[src/rtl/scs_pkg.sv]
package scs_pkg;

   // number of cascades the block is built for
   localparam int MAX_CASCADES = 4;

   // smallest distance, 0.001 in Q16.16
   localparam logic [31:0] MIN_DISTANCE = 32'd66;

   // Q16.16 one and two, and the cap on powers and series values
   localparam logic [32:0] ONE_Q   = 33'h0_0001_0000;
   localparam logic [32:0] TWO_Q   = 33'h0_0002_0000;
   localparam logic [32:0] POW_CAP = 33'h1_0000_0000;

   // divider operand widths
   localparam int DIV_NUM_W = 39;
   localparam int DIV_DEN_W = 32;

   // ceil(2^22 / 5), exact x / 5 as (x * RECIP5) >> 22 for x below 2^22
   localparam logic [19:0] RECIP5 = 20'd838861;

endpackage

[src/rtl/scs_div.sv]
module scs_div (
   input  logic                            clock,
   input  logic                            reset,
   input  logic                            start,
   input  logic [scs_pkg::DIV_NUM_W-1:0]   num,
   input  logic [scs_pkg::DIV_DEN_W-1:0]   den,
   output logic                            done,
   output logic [scs_pkg::DIV_NUM_W-1:0]   quo
);

   localparam int NumW = scs_pkg::DIV_NUM_W;
   localparam int DenW = scs_pkg::DIV_DEN_W;
   localparam int CntW = $clog2(NumW + 1);

   logic              busy_ff;
   logic              done_ff;
   logic [CntW-1:0]   cnt_ff;
   logic [DenW-1:0]   rem_ff;
   logic [NumW-1:0]   quo_ff;
   logic [DenW:0]     trial;
   logic              fits;

   // one restoring step: shift in the next numerator bit and try the subtract
   always_comb begin
      trial = {rem_ff, quo_ff[NumW-1]};
      fits  = trial >= {1'b0, den};
   end

   always_ff @(posedge clock) begin
      if (reset) begin
         busy_ff <= 1'b0;
         done_ff <= 1'b0;
         cnt_ff  <= '0;
      end else begin
         done_ff <= 1'b0;
         if (start) begin
            busy_ff <= 1'b1;
            cnt_ff  <= CntW'(NumW);
            rem_ff  <= '0;
            quo_ff  <= num;
         end else if (busy_ff) begin
            rem_ff <= fits ? DenW'(trial - {1'b0, den}) : trial[DenW-1:0];
            quo_ff <= {quo_ff[NumW-2:0], fits};
            cnt_ff <= cnt_ff - 1'b1;
            if (cnt_ff == CntW'(1)) begin
               busy_ff <= 1'b0;
               done_ff <= 1'b1;
            end
         end
      end
   end

   assign done = done_ff;
   assign quo  = quo_ff;

endmodule

[src/rtl/shadow_cascade_split.sv]
// Cascaded shadow split distances.
// req channel: one transaction carries a requested shadow distance (Q16.16).
// It is clamped to at least 0.001; a value equal to the stored distance gives
// no result, any other value is stored and gives one rsp transaction per
// cascade, in order, with tlast on the final one (which also carries the
// inverse falloff). csr_we/csr_wdata set the cascade count n, taken when idle.
// The block works on one distance at a time: req_tready is low from accept
// until the last result has been loaded into the output register.
// With one cascade only the divider runs, for the inverse falloff. With n
// cascades the scale root takes 32 bisection rounds on the shared 33x16
// multiplier, each raising the midpoint to the power n-1; each cascade but the
// last uses the shared 39-step divider for the blend and the multiplier for the
// next scale, every cascade a multiply by one fifth for the overlap, and the
// last cascade the divider once for the inverse falloff.
// Results wait in a single output register; a stalled receiver holds the
// sequencer in its emit step. Reset clears the stored distance to zero, sets
// the cascade count to one and drops any result in flight.
module shadow_cascade_split (
   input  logic          clock,
   input  logic          reset,
   input  logic          req_tvalid,
   output logic          req_tready,
   input  logic [31:0]   req_tdata,   // [31:0] requested_distance
   output logic          rsp_tvalid,
   input  logic          rsp_tready,
   output logic [103:0]  rsp_tdata,   // [2:0] cascade_index, [34:3] near_distance,
                                      // [66:35] far_distance, [98:67] inverse_falloff
   output logic          rsp_tlast,
   input  logic          csr_we,
   input  logic [2:0]    csr_wdata
);

   typedef enum logic [3:0] {
      ST_IDLE, ST_BIS_START, ST_POW_LO, ST_POW_HI, ST_BIS_TEST, ST_CAS_START,
      ST_BLEND_DIV, ST_OVL_HI, ST_OVL_DIV, ST_INV_DIV, ST_EMIT, ST_ADV_LO, ST_ADV_HI
   } state_type;

   localparam int NumW = scs_pkg::DIV_NUM_W;

   state_type     state_ff;
   logic [2:0]    count_ff;
   logic [31:0]   cur_ff;
   logic [31:0]   d_ff;
   logic [2:0]    m_ff;
   logic [2:0]    i_ff;
   logic [2:0]    j_ff;
   logic [32:0]   lo_ff;
   logic [32:0]   hi_ff;
   logic [32:0]   p_ff;
   logic [32:0]   part_ff;
   logic [31:0]   r_ff;
   logic [31:0]   user_ff;
   logic [32:0]   opt_ff;
   logic          ge_ff;
   logic [32:0]   split_ff;
   logic [31:0]   near_ff;
   logic [31:0]   far_ff;
   logic [31:0]   inv_ff;
   logic [16:0]   ovl_qhi_ff;
   logic [2:0]    ovl_rem_ff;
   logic          div_start_ff;
   logic [NumW-1:0] div_num_ff;
   logic [31:0]   div_den_ff;
   logic          rsp_valid_ff;
   logic          rsp_last_ff;
   logic [2:0]    rsp_idx_ff;
   logic [31:0]   rsp_near_ff;
   logic [31:0]   rsp_far_ff;
   logic [31:0]   rsp_inv_ff;

   logic          div_done;
   logic [NumW-1:0] div_quo;

   logic [31:0]   d_w;
   logic [2:0]    n_w;
   logic [31:0]   mid_w;
   logic [32:0]   mul_a;
   logic [31:0]   mul_b;
   logic [15:0]   mul_b16;
   logic [48:0]   mul_prod;
   logic [49:0]   mul_full;
   logic [32:0]   mul_capped;
   logic          pow_fits;
   logic          ge_w;
   logic [32:0]   diff_w;
   logic [5:0]    w_w;
   logic [5:0]    den_w;
   logic [NumW-1:0] blend_num_w;
   logic [32:0]   split_blend_w;
   logic [18:0]   ovl_arg_w;
   logic [38:0]   ovl_prod_w;
   logic [16:0]   ovl_quo_w;
   logic [16:0]   ovl_rem_w;
   logic [32:0]   fifth_w;
   logic [33:0]   far_sum_w;
   logic [31:0]   far_sat_w;
   logic [34:0]   user5_w;
   logic [34:0]   user_half_w;
   logic [31:0]   user_next_w;
   logic          emit_go;
   logic          div_go;

   // clamped request and cascade count in use
   always_comb begin
      d_w = (req_tdata < scs_pkg::MIN_DISTANCE) ? scs_pkg::MIN_DISTANCE : req_tdata;
      n_w = count_ff;
      if (count_ff == 3'd0) begin
         n_w = 3'd1;
      end else if (int'(count_ff) > scs_pkg::MAX_CASCADES) begin
         n_w = 3'(scs_pkg::MAX_CASCADES);
      end
   end

   // shared multiplier: (a * b) >> 16 in two halves of b, capped
   always_comb begin
      mid_w = 32'((34'(lo_ff) + 34'(hi_ff)) >> 1);
      priority if (state_ff == ST_POW_LO || state_ff == ST_POW_HI) begin
         mul_a = p_ff;
         mul_b = mid_w;
      end else begin
         mul_a = opt_ff;
         mul_b = r_ff;
      end
      mul_b16    = (state_ff == ST_POW_HI || state_ff == ST_ADV_HI) ? mul_b[31:16]
                                                                    : mul_b[15:0];
      mul_prod   = 49'(mul_a) * 49'(mul_b16);
      mul_full   = 50'(mul_prod) + 50'(part_ff);
      mul_capped = (mul_full > 50'(scs_pkg::POW_CAP)) ? scs_pkg::POW_CAP : mul_full[32:0];
      pow_fits   = {p_ff, 1'b0} <= {2'b00, d_ff};
   end

   // blend, overlap and series update
   always_comb begin
      ge_w          = opt_ff >= {1'b0, user_ff};
      diff_w        = ge_w ? (opt_ff - {1'b0, user_ff}) : ({1'b0, user_ff} - opt_ff);
      w_w           = {3'b000, i_ff} * {3'b000, i_ff};
      den_w         = {3'b000, m_ff} * {3'b000, m_ff};
      blend_num_w   = NumW'(diff_w) * NumW'(w_w);
      split_blend_w = ge_ff ? ({1'b0, user_ff} + div_quo[32:0])
                            : ({1'b0, user_ff} - div_quo[32:0]);
      // split / 5 in two 16-bit digits, the upper digit first
      ovl_arg_w     = (state_ff == ST_OVL_HI) ? {2'b00, split_ff[32:16]}
                                              : {ovl_rem_ff, split_ff[15:0]};
      ovl_prod_w    = {20'd0, ovl_arg_w} * {19'd0, scs_pkg::RECIP5};
      ovl_quo_w     = ovl_prod_w[38:22];
      ovl_rem_w     = split_ff[32:16] - ((ovl_quo_w << 2) + ovl_quo_w);
      fifth_w       = {ovl_qhi_ff, 16'h0000} + {17'd0, ovl_quo_w[15:0]};
      far_sum_w     = 34'(split_ff) + 34'(fifth_w);
      far_sat_w     = (far_sum_w[33:32] != 2'b00) ? 32'hFFFF_FFFF : far_sum_w[31:0];
      user5_w       = (35'(user_ff) << 2) + 35'(user_ff);
      user_half_w   = user5_w >> 1;
      user_next_w   = (user_half_w > 35'(d_ff)) ? d_ff : user_half_w[31:0];
      emit_go       = !rsp_valid_ff || rsp_tready;
   end

   // divider start: one-cascade falloff, blend, last-cascade falloff
   always_comb begin
      div_go = (state_ff == ST_IDLE && req_tvalid && d_w != cur_ff && n_w == 3'd1) ||
               (state_ff == ST_CAS_START && i_ff != m_ff) ||
               (state_ff == ST_OVL_DIV && i_ff == m_ff);
   end

   // csr write
   always_ff @(posedge clock) begin
      if (reset) begin
         count_ff <= 3'd1;
      end else if (csr_we) begin
         count_ff <= csr_wdata;
      end
   end

   // sequencer
   always_ff @(posedge clock) begin
      if (reset) begin
         state_ff     <= ST_IDLE;
         cur_ff       <= '0;
         div_start_ff <= 1'b0;
         rsp_valid_ff <= 1'b0;
      end else begin
         div_start_ff <= div_go;
         if (rsp_tready && !(state_ff == ST_EMIT && emit_go)) begin
            rsp_valid_ff <= 1'b0;
         end
         unique case (state_ff)
            ST_IDLE: begin
               if (req_tvalid && d_w != cur_ff) begin
                  cur_ff   <= d_w;
                  d_ff     <= d_w;
                  m_ff     <= n_w - 3'd1;
                  i_ff     <= '0;
                  user_ff  <= 32'(scs_pkg::TWO_Q);
                  opt_ff   <= scs_pkg::TWO_Q;
                  near_ff  <= '0;
                  part_ff  <= '0;
                  lo_ff    <= '0;
                  hi_ff    <= scs_pkg::POW_CAP;
                  if (n_w == 3'd1) begin
                     far_ff     <= d_w;
                     div_num_ff <= (NumW'(5) << 32) + NumW'(d_w >> 1);
                     div_den_ff <= d_w;
                     state_ff   <= ST_INV_DIV;
                  end else begin
                     state_ff <= ST_BIS_START;
                  end
               end
            end
            ST_BIS_START: begin
               if (hi_ff - lo_ff > 33'd1) begin
                  p_ff     <= scs_pkg::ONE_Q;
                  j_ff     <= '0;
                  state_ff <= ST_POW_LO;
               end else begin
                  r_ff     <= lo_ff[31:0];
                  state_ff <= ST_CAS_START;
               end
            end
            ST_POW_LO: begin
               part_ff  <= mul_prod[48:16];
               state_ff <= ST_POW_HI;
            end
            ST_POW_HI: begin
               p_ff    <= mul_capped;
               part_ff <= '0;
               if (j_ff + 3'd1 == m_ff) begin
                  state_ff <= ST_BIS_TEST;
               end else begin
                  j_ff     <= j_ff + 3'd1;
                  state_ff <= ST_POW_LO;
               end
            end
            ST_BIS_TEST: begin
               if (pow_fits) begin
                  lo_ff <= {1'b0, mid_w};
               end else begin
                  hi_ff <= {1'b0, mid_w};
               end
               state_ff <= ST_BIS_START;
            end
            ST_CAS_START: begin
               if (i_ff == m_ff) begin
                  split_ff <= {1'b0, d_ff};
                  state_ff <= ST_OVL_HI;
               end else begin
                  ge_ff      <= ge_w;
                  div_num_ff <= blend_num_w;
                  div_den_ff <= 32'(den_w);
                  state_ff   <= ST_BLEND_DIV;
               end
            end
            ST_BLEND_DIV: begin
               if (div_done) begin
                  split_ff <= split_blend_w;
                  state_ff <= ST_OVL_HI;
               end
            end
            ST_OVL_HI: begin
               ovl_qhi_ff <= ovl_quo_w;
               ovl_rem_ff <= ovl_rem_w[2:0];
               state_ff   <= ST_OVL_DIV;
            end
            ST_OVL_DIV: begin
               far_ff <= far_sat_w;
               if (i_ff == m_ff) begin
                  div_num_ff <= (NumW'(5) << 32) + NumW'(far_sat_w >> 1);
                  div_den_ff <= far_sat_w;
                  state_ff   <= ST_INV_DIV;
               end else begin
                  inv_ff   <= '0;
                  state_ff <= ST_EMIT;
               end
            end
            ST_INV_DIV: begin
               if (div_done) begin
                  inv_ff   <= (div_quo[NumW-1:32] != '0) ? 32'hFFFF_FFFF : div_quo[31:0];
                  state_ff <= ST_EMIT;
               end
            end
            ST_EMIT: begin
               if (emit_go) begin
                  rsp_valid_ff <= 1'b1;
                  rsp_idx_ff   <= i_ff;
                  rsp_near_ff  <= near_ff;
                  rsp_far_ff   <= far_ff;
                  rsp_inv_ff   <= inv_ff;
                  rsp_last_ff  <= i_ff == m_ff;
                  if (i_ff == m_ff) begin
                     state_ff <= ST_IDLE;
                  end else begin
                     near_ff  <= split_ff[32] ? 32'hFFFF_FFFF : split_ff[31:0];
                     user_ff  <= user_next_w;
                     part_ff  <= '0;
                     state_ff <= ST_ADV_LO;
                  end
               end
            end
            ST_ADV_LO: begin
               part_ff  <= mul_prod[48:16];
               state_ff <= ST_ADV_HI;
            end
            ST_ADV_HI: begin
               opt_ff   <= mul_capped;
               part_ff  <= '0;
               i_ff     <= i_ff + 3'd1;
               state_ff <= ST_CAS_START;
            end
            default: state_ff <= ST_IDLE;
         endcase
      end
   end

   scs_div u_div (
      .clock (clock),
      .reset (reset),
      .start (div_start_ff),
      .num   (div_num_ff),
      .den   (div_den_ff),
      .done  (div_done),
      .quo   (div_quo)
   );

   assign req_tready = state_ff == ST_IDLE;
   assign rsp_tvalid = rsp_valid_ff;
   assign rsp_tlast  = rsp_last_ff;
   assign rsp_tdata  = {5'b00000, rsp_inv_ff, rsp_far_ff, rsp_near_ff, rsp_idx_ff};

   // only the final cascade carries a falloff, and it is never zero
   assert property (@(posedge clock) disable iff (reset)
      rsp_valid_ff |-> ((rsp_inv_ff == 32'd0) == !rsp_last_ff))
      else $error("falloff does not match last flag");

   // the first cascade always starts at zero
   assert property (@(posedge clock) disable iff (reset)
      (rsp_valid_ff && rsp_idx_ff == 3'd0) |-> (rsp_near_ff == 32'd0))
      else $error("first cascade near is not zero");

   // the divider finishes only while the sequencer waits for it
   assert property (@(posedge clock) disable iff (reset)
      div_done |-> (state_ff == ST_BLEND_DIV || state_ff == ST_INV_DIV))
      else $error("divider result with no waiting step");

   // bisection bounds stay ordered
   assert property (@(posedge clock) disable iff (reset)
      (state_ff == ST_BIS_TEST) |-> (lo_ff < hi_ff))
      else $error("bisection bounds crossed");

endmodule

[config.mk]
export PLATFORM = sky130hd
export DESIGN_NAME = shadow_cascade_split
export DESIGN_NICKNAME = d
export VERILOG_FILES = /design/src/rtl/scs_pkg.sv /design/src/rtl/scs_div.sv /design/src/rtl/shadow_cascade_split.sv
export SDC_FILE = /design/constraint.sdc
export NUM_CORES = 2
export LEC_CHECK = 0
export BUFFER_PORTS_ARGS = -buffer_cell sky130_fd_sc_hd__buf_2
export CORE_MARGIN = 2
export CORE_UTILIZATION = 35
export CTS_BUF_LIST = sky130_fd_sc_hd__clkbuf_16
export DETAILED_ROUTE_END_ITERATION = 8
export HOLD_SLACK_MARGIN = 0.03
export PLACE_DENSITY = 0.55
export REMOVE_ABC_BUFFERS = 1
export SLEW_MARGIN = 5
export SYNTH_ARGS = -nofsm -noshare
export SYNTH_HDL_FRONTEND = slang
export SYNTH_SLANG_ARGS = --single-unit
[constraint.sdc]
create_clock -name clock -period 34.7 [get_ports clock]
set_input_delay 6.94 -clock clock [delete_from_list [all_inputs] [get_ports clock]]
set_output_delay 6.94 -clock clock [all_outputs]
set_load 0.005 [all_outputs]
==> metrics.md <==
| Metric | Value |
|---|---|
| Hold EP | `rsp_far_ff[0]$_DFFE_PP_` |
| Critical Path Start Type | `register` |
| RSZ-0062 raised after global routing | `no` |
| Adder and majority gate portion of the synthesized area | `29.6%` |
| CTS resizes | `0` |
| HPWL after DPL | `192000 um` |
| Setup Skew | `0.0615 ns` |
| Count leader, synth | `inv_1` |
| Crit. End Element | `register` |
| Pre-CTS WS | `20.97 ns` |
| Final Non-Filler Cells | `10400` |
| Synth async-reset ratio | `0%` |
| Area share of the largest cell type after synthesis | `27.5%` |
| Clock sinks | `710` |
| Post-synth EDFFs | `661` |
| Num CTS Buffers | `84` |
| Number of I/O pins | `147` |
| Vias | `~56000` |
| Final worst slack | `20.77 ns` |
| Crit-path most repeated cell | `fa_1` |
| CP Data Required Time | `35.23 ns` |
| Commonest cells in the netlist | `inv_1, nor2_1, nand2_1` |
| Pins Over Slew Limit | `0` |
| Hold depth | `0` |
| Die Height | `458 um` |
| Clock Tree Buf Depth | `3` |
| Post-CTS Hold Buffers | `0` |
| FF-to-FF Start | `lo_ff[0]$_SDFFCE_PN0P_` |
| Largest area contributor in the netlist | `edfxtp_1` |
| Post-Synth XOR/XNOR Area | `roughly 4.5%` |
| Congestion Overflow GR | `0` |
| Largest family of logic cells by synthesized area | `adder cells` |
| Worst setup path class | `reg -> reg` |
| Die area | `210000 um2` |
| R2R Path End | `p_ff[17]$_SDFFCE_PN0P_` |
| Layout net count | `9001` |
| Slowest-stage cell, CP | `a221o_1` |
| CTS H-tree lvls | `3` |
| Input/output buffers | `141` |
| Share of layout cells above drive strength 1 | `6.09%` |
| Complex-gate fraction of the synthesized area | `12.9%` |
| Skew-Pair Late Insertion Delay | `roughly 0.73 ns` |
| Initial antenna violation count | `4` |
| Top cells by area, synth | `edfxtp_1, fa_1, ha_1, inv_1, nor2_1` |
| Worst EP arrival | `14.45 ns` |
| Hold Crit Class | `reg -> reg` |
| Vias per cell | `roughly 5.4` |
| CP max FO | `31` |
| Synth Flop Type | `edfxtp_1` |
| GPL Wtd Cong | `~0.96` |
| Setup Viol. Count Final | `0` |
| Final wirelength | `238000 um` |
| Worst-path clk slew | `0.06 ns` |
| CP max stage delay | `roughly 0.74 ns` |
| Max_slew headroom | `around 16%` |
| First-pass iteration count of the detailed router | `7` |
| Area delta synth->final | `8.86%` |
| Overall routing resource usage | `22.4%` |
| Drt drc | `0` |
| Period minus WS final | `13.93 ns` |
| CTS tree | `done` |
| Vias in the first global route | `56200` |
| Initial Utilization | `a little over a third` |
| Synth Area in Simple Gates | `between 10% and 20%` |
| First-pass GRT wire length | `358000 um` |
| Final Cycle Share | `about two fifths` |
| Num rows | `166` |
| Fin Setup TNS | `0 ns` |
| Wirelength per Cell | `roughly 23 um` |
| Flop2flop setup slack | `20.77 ns` |
| Synth Instances | `7646` |
| Post-synthesis cell type count | `98` |
| Final Hold Vio Count | `0` |
| Worst Reg-to-Reg Cells | `between 40 and 50` |
| Worst-Margin Slew | `between 1 and 1.5 ns` |
| Largest net degree at the start of global routing | `77` |
| Post-CTS setup buffer count | `0` |
| Mux cell area share after synthesis | `2.45%` |
| Seq/Total Area, Yosys | `28.9%` |
| Chip width | `458 um` |
| Dpl cells | `10200` |
| Syn_area_per_cell | `9.43 um2` |
| Root buffer cell | `clkbuf_16` |
| Mapped Area | `72100 um2` |
| Drt initial violations | `approximately 4700` |
| Max Clk Rate | `0.0718 GHz` |
| Routed Antenna Nets | `0` |
| Status | `completed` |
| Max-cap violations | `0` |
| Seq cells post-synth | `710` |
| Core ar. | `about 200000 um2` |
| Synth warn | `0` |
| Hold Path Origin | `far_ff[0]$_DFFE_PP_` |
-- state kept, by name (all words and copies together) (netlist names), 17 cells and up --
signal and count:
div_num_ff 39, u_div.quo 39, hi_ff 33, opt_ff 33, p_ff 33, part_ff 33
split_ff 33, cur_ff 32, d_ff 32, div_den_ff 32, far_ff 32, inv_ff 32
lo_ff 32, near_ff 32, r_ff 32, rsp_far_ff 32, rsp_inv_ff 32, rsp_near_ff 32
u_div.rem_ff 32, user_ff 32, ovl_qhi_ff 17
-- metal layers --
layer / vias up / share of wire (%) / global-route usage (%)
li1: 25900 / - / -
met1: 27900 / 46 / 31.5
met2: 1778 / 45 / 36.0
met3: 329 / 5.5 / 2.66
met4: 2 / 3.6 / 7.20
met5: - / 0.0059 / 0
-- worst max-delay path: cells and delay by family, from the launching register on --
family | cells | cell delay [ns]
compound gates | 19 | 5.75
fa+ha+maj | 10 | 4.42
simple gates | 11 | 2.51
xor+xnor | 2 | 0.39
flops | 1 | 0.37
buf+inv | 5 | 0.27
-- kinds of logic (layout without fill, tap and decap cells) --
logic type	after synthesis	count (layout)
simple gates	2313	2313
compound gates	1428	1428
fa+ha+maj	1329	1329
buf+inv	1324	1374
flops	710	710
xor+xnor	372	372
mux	169	169
other cells	1	7
-- placed cells by master (no fill, tap or decap), types with 13 or more instances in the layout --
cell type	n
xor2_1	131
nor3b_1	16
buf_2	141
o2111ai_1	13
fa_1	634
nor2b_1	54
nor2_1	774
nor3_1	102
dfxtp_1	48
a21oi_1	429
nand3_1	128
mux2i_1	118
a31oi_1	42
o21a_1	82
a211oi_1	40
o22ai_1	25
o211ai_1	34
o21bai_1	73
o21ai_0	238
or3_1	30
clkbuf_16	87
and2_1	144
o31ai_1	18
xnor2_1	240
a221oi_1	17
nand4_1	63
nor4_1	35
a211o_1	14
mux2_2	50
and3_1	47
ha_1	695
buf_4	64
inv_1	1025
a21o_1	220
edfxtp_1	661
nand2_1	738
nand2b_1	86
or2_2	18
a41oi_1	14
clkinv_1	18
-- area by class of cell --
type                    instances  area, um2
clock buffers                  87       2180
clock inverters                67        686
fillers                     20500     126000
multi-input cells            5616      46500
repair buffers                205       1190
well taps                    2688       3360
diodes                          2       5.00
flip-flops and latches        710      20800
inverters                    1015       3810
-- how the worst max path moves through the flow --
| stage | startpoint | endpoint | depth (start not counted) |
|---|---|---|---|
| finish | lo_ff[0]$_SDFFCE_PN0P_ | p_ff[17]$_SDFFCE_PN0P_ | 47 |
| global route | lo_ff[0]$_SDFFCE_PN0P_ | p_ff[24]$_SDFFCE_PN0P_ | 48 |
| CTS | lo_ff[0]$_SDFFCE_PN0P_ | opt_ff[4]$_SDFFCE_PP0P_ | 41 |
| detailed placement | lo_ff[0]$_SDFFCE_PN0P_ | opt_ff[4]$_SDFFCE_PP0P_ | 47 |
| global placement | lo_ff[0]$_SDFFCE_PN0P_ | p_ff[4]$_SDFFCE_PN0P_ | 45 |
| floorplan | state_ff[1]$_SDFFE_PP0P_ | opt_ff[0]$_SDFFCE_PP0P_ | 39 |
-- metrics by stage --
| step | instance area (um2) | hold WS (ns) | utilization, % |
|---|---|---|---|
| after floorplan | 70900 | 0.400 | - |
| after global placement | 75700 | 0.402 | 36.9 |
| after detailed placement | 75700 | 0.405 | 36.9 |
| after CTS | 78500 | 0.399 | 38.3 |
| after global routing | 78500 | 0.413 | 38.3 |
| final | 78500 | 0.389 | 38.3 |
Power is left out: the tool's default activity adds up to more than one toggle a clock period on the data nets, which glitch-free logic cannot reach.
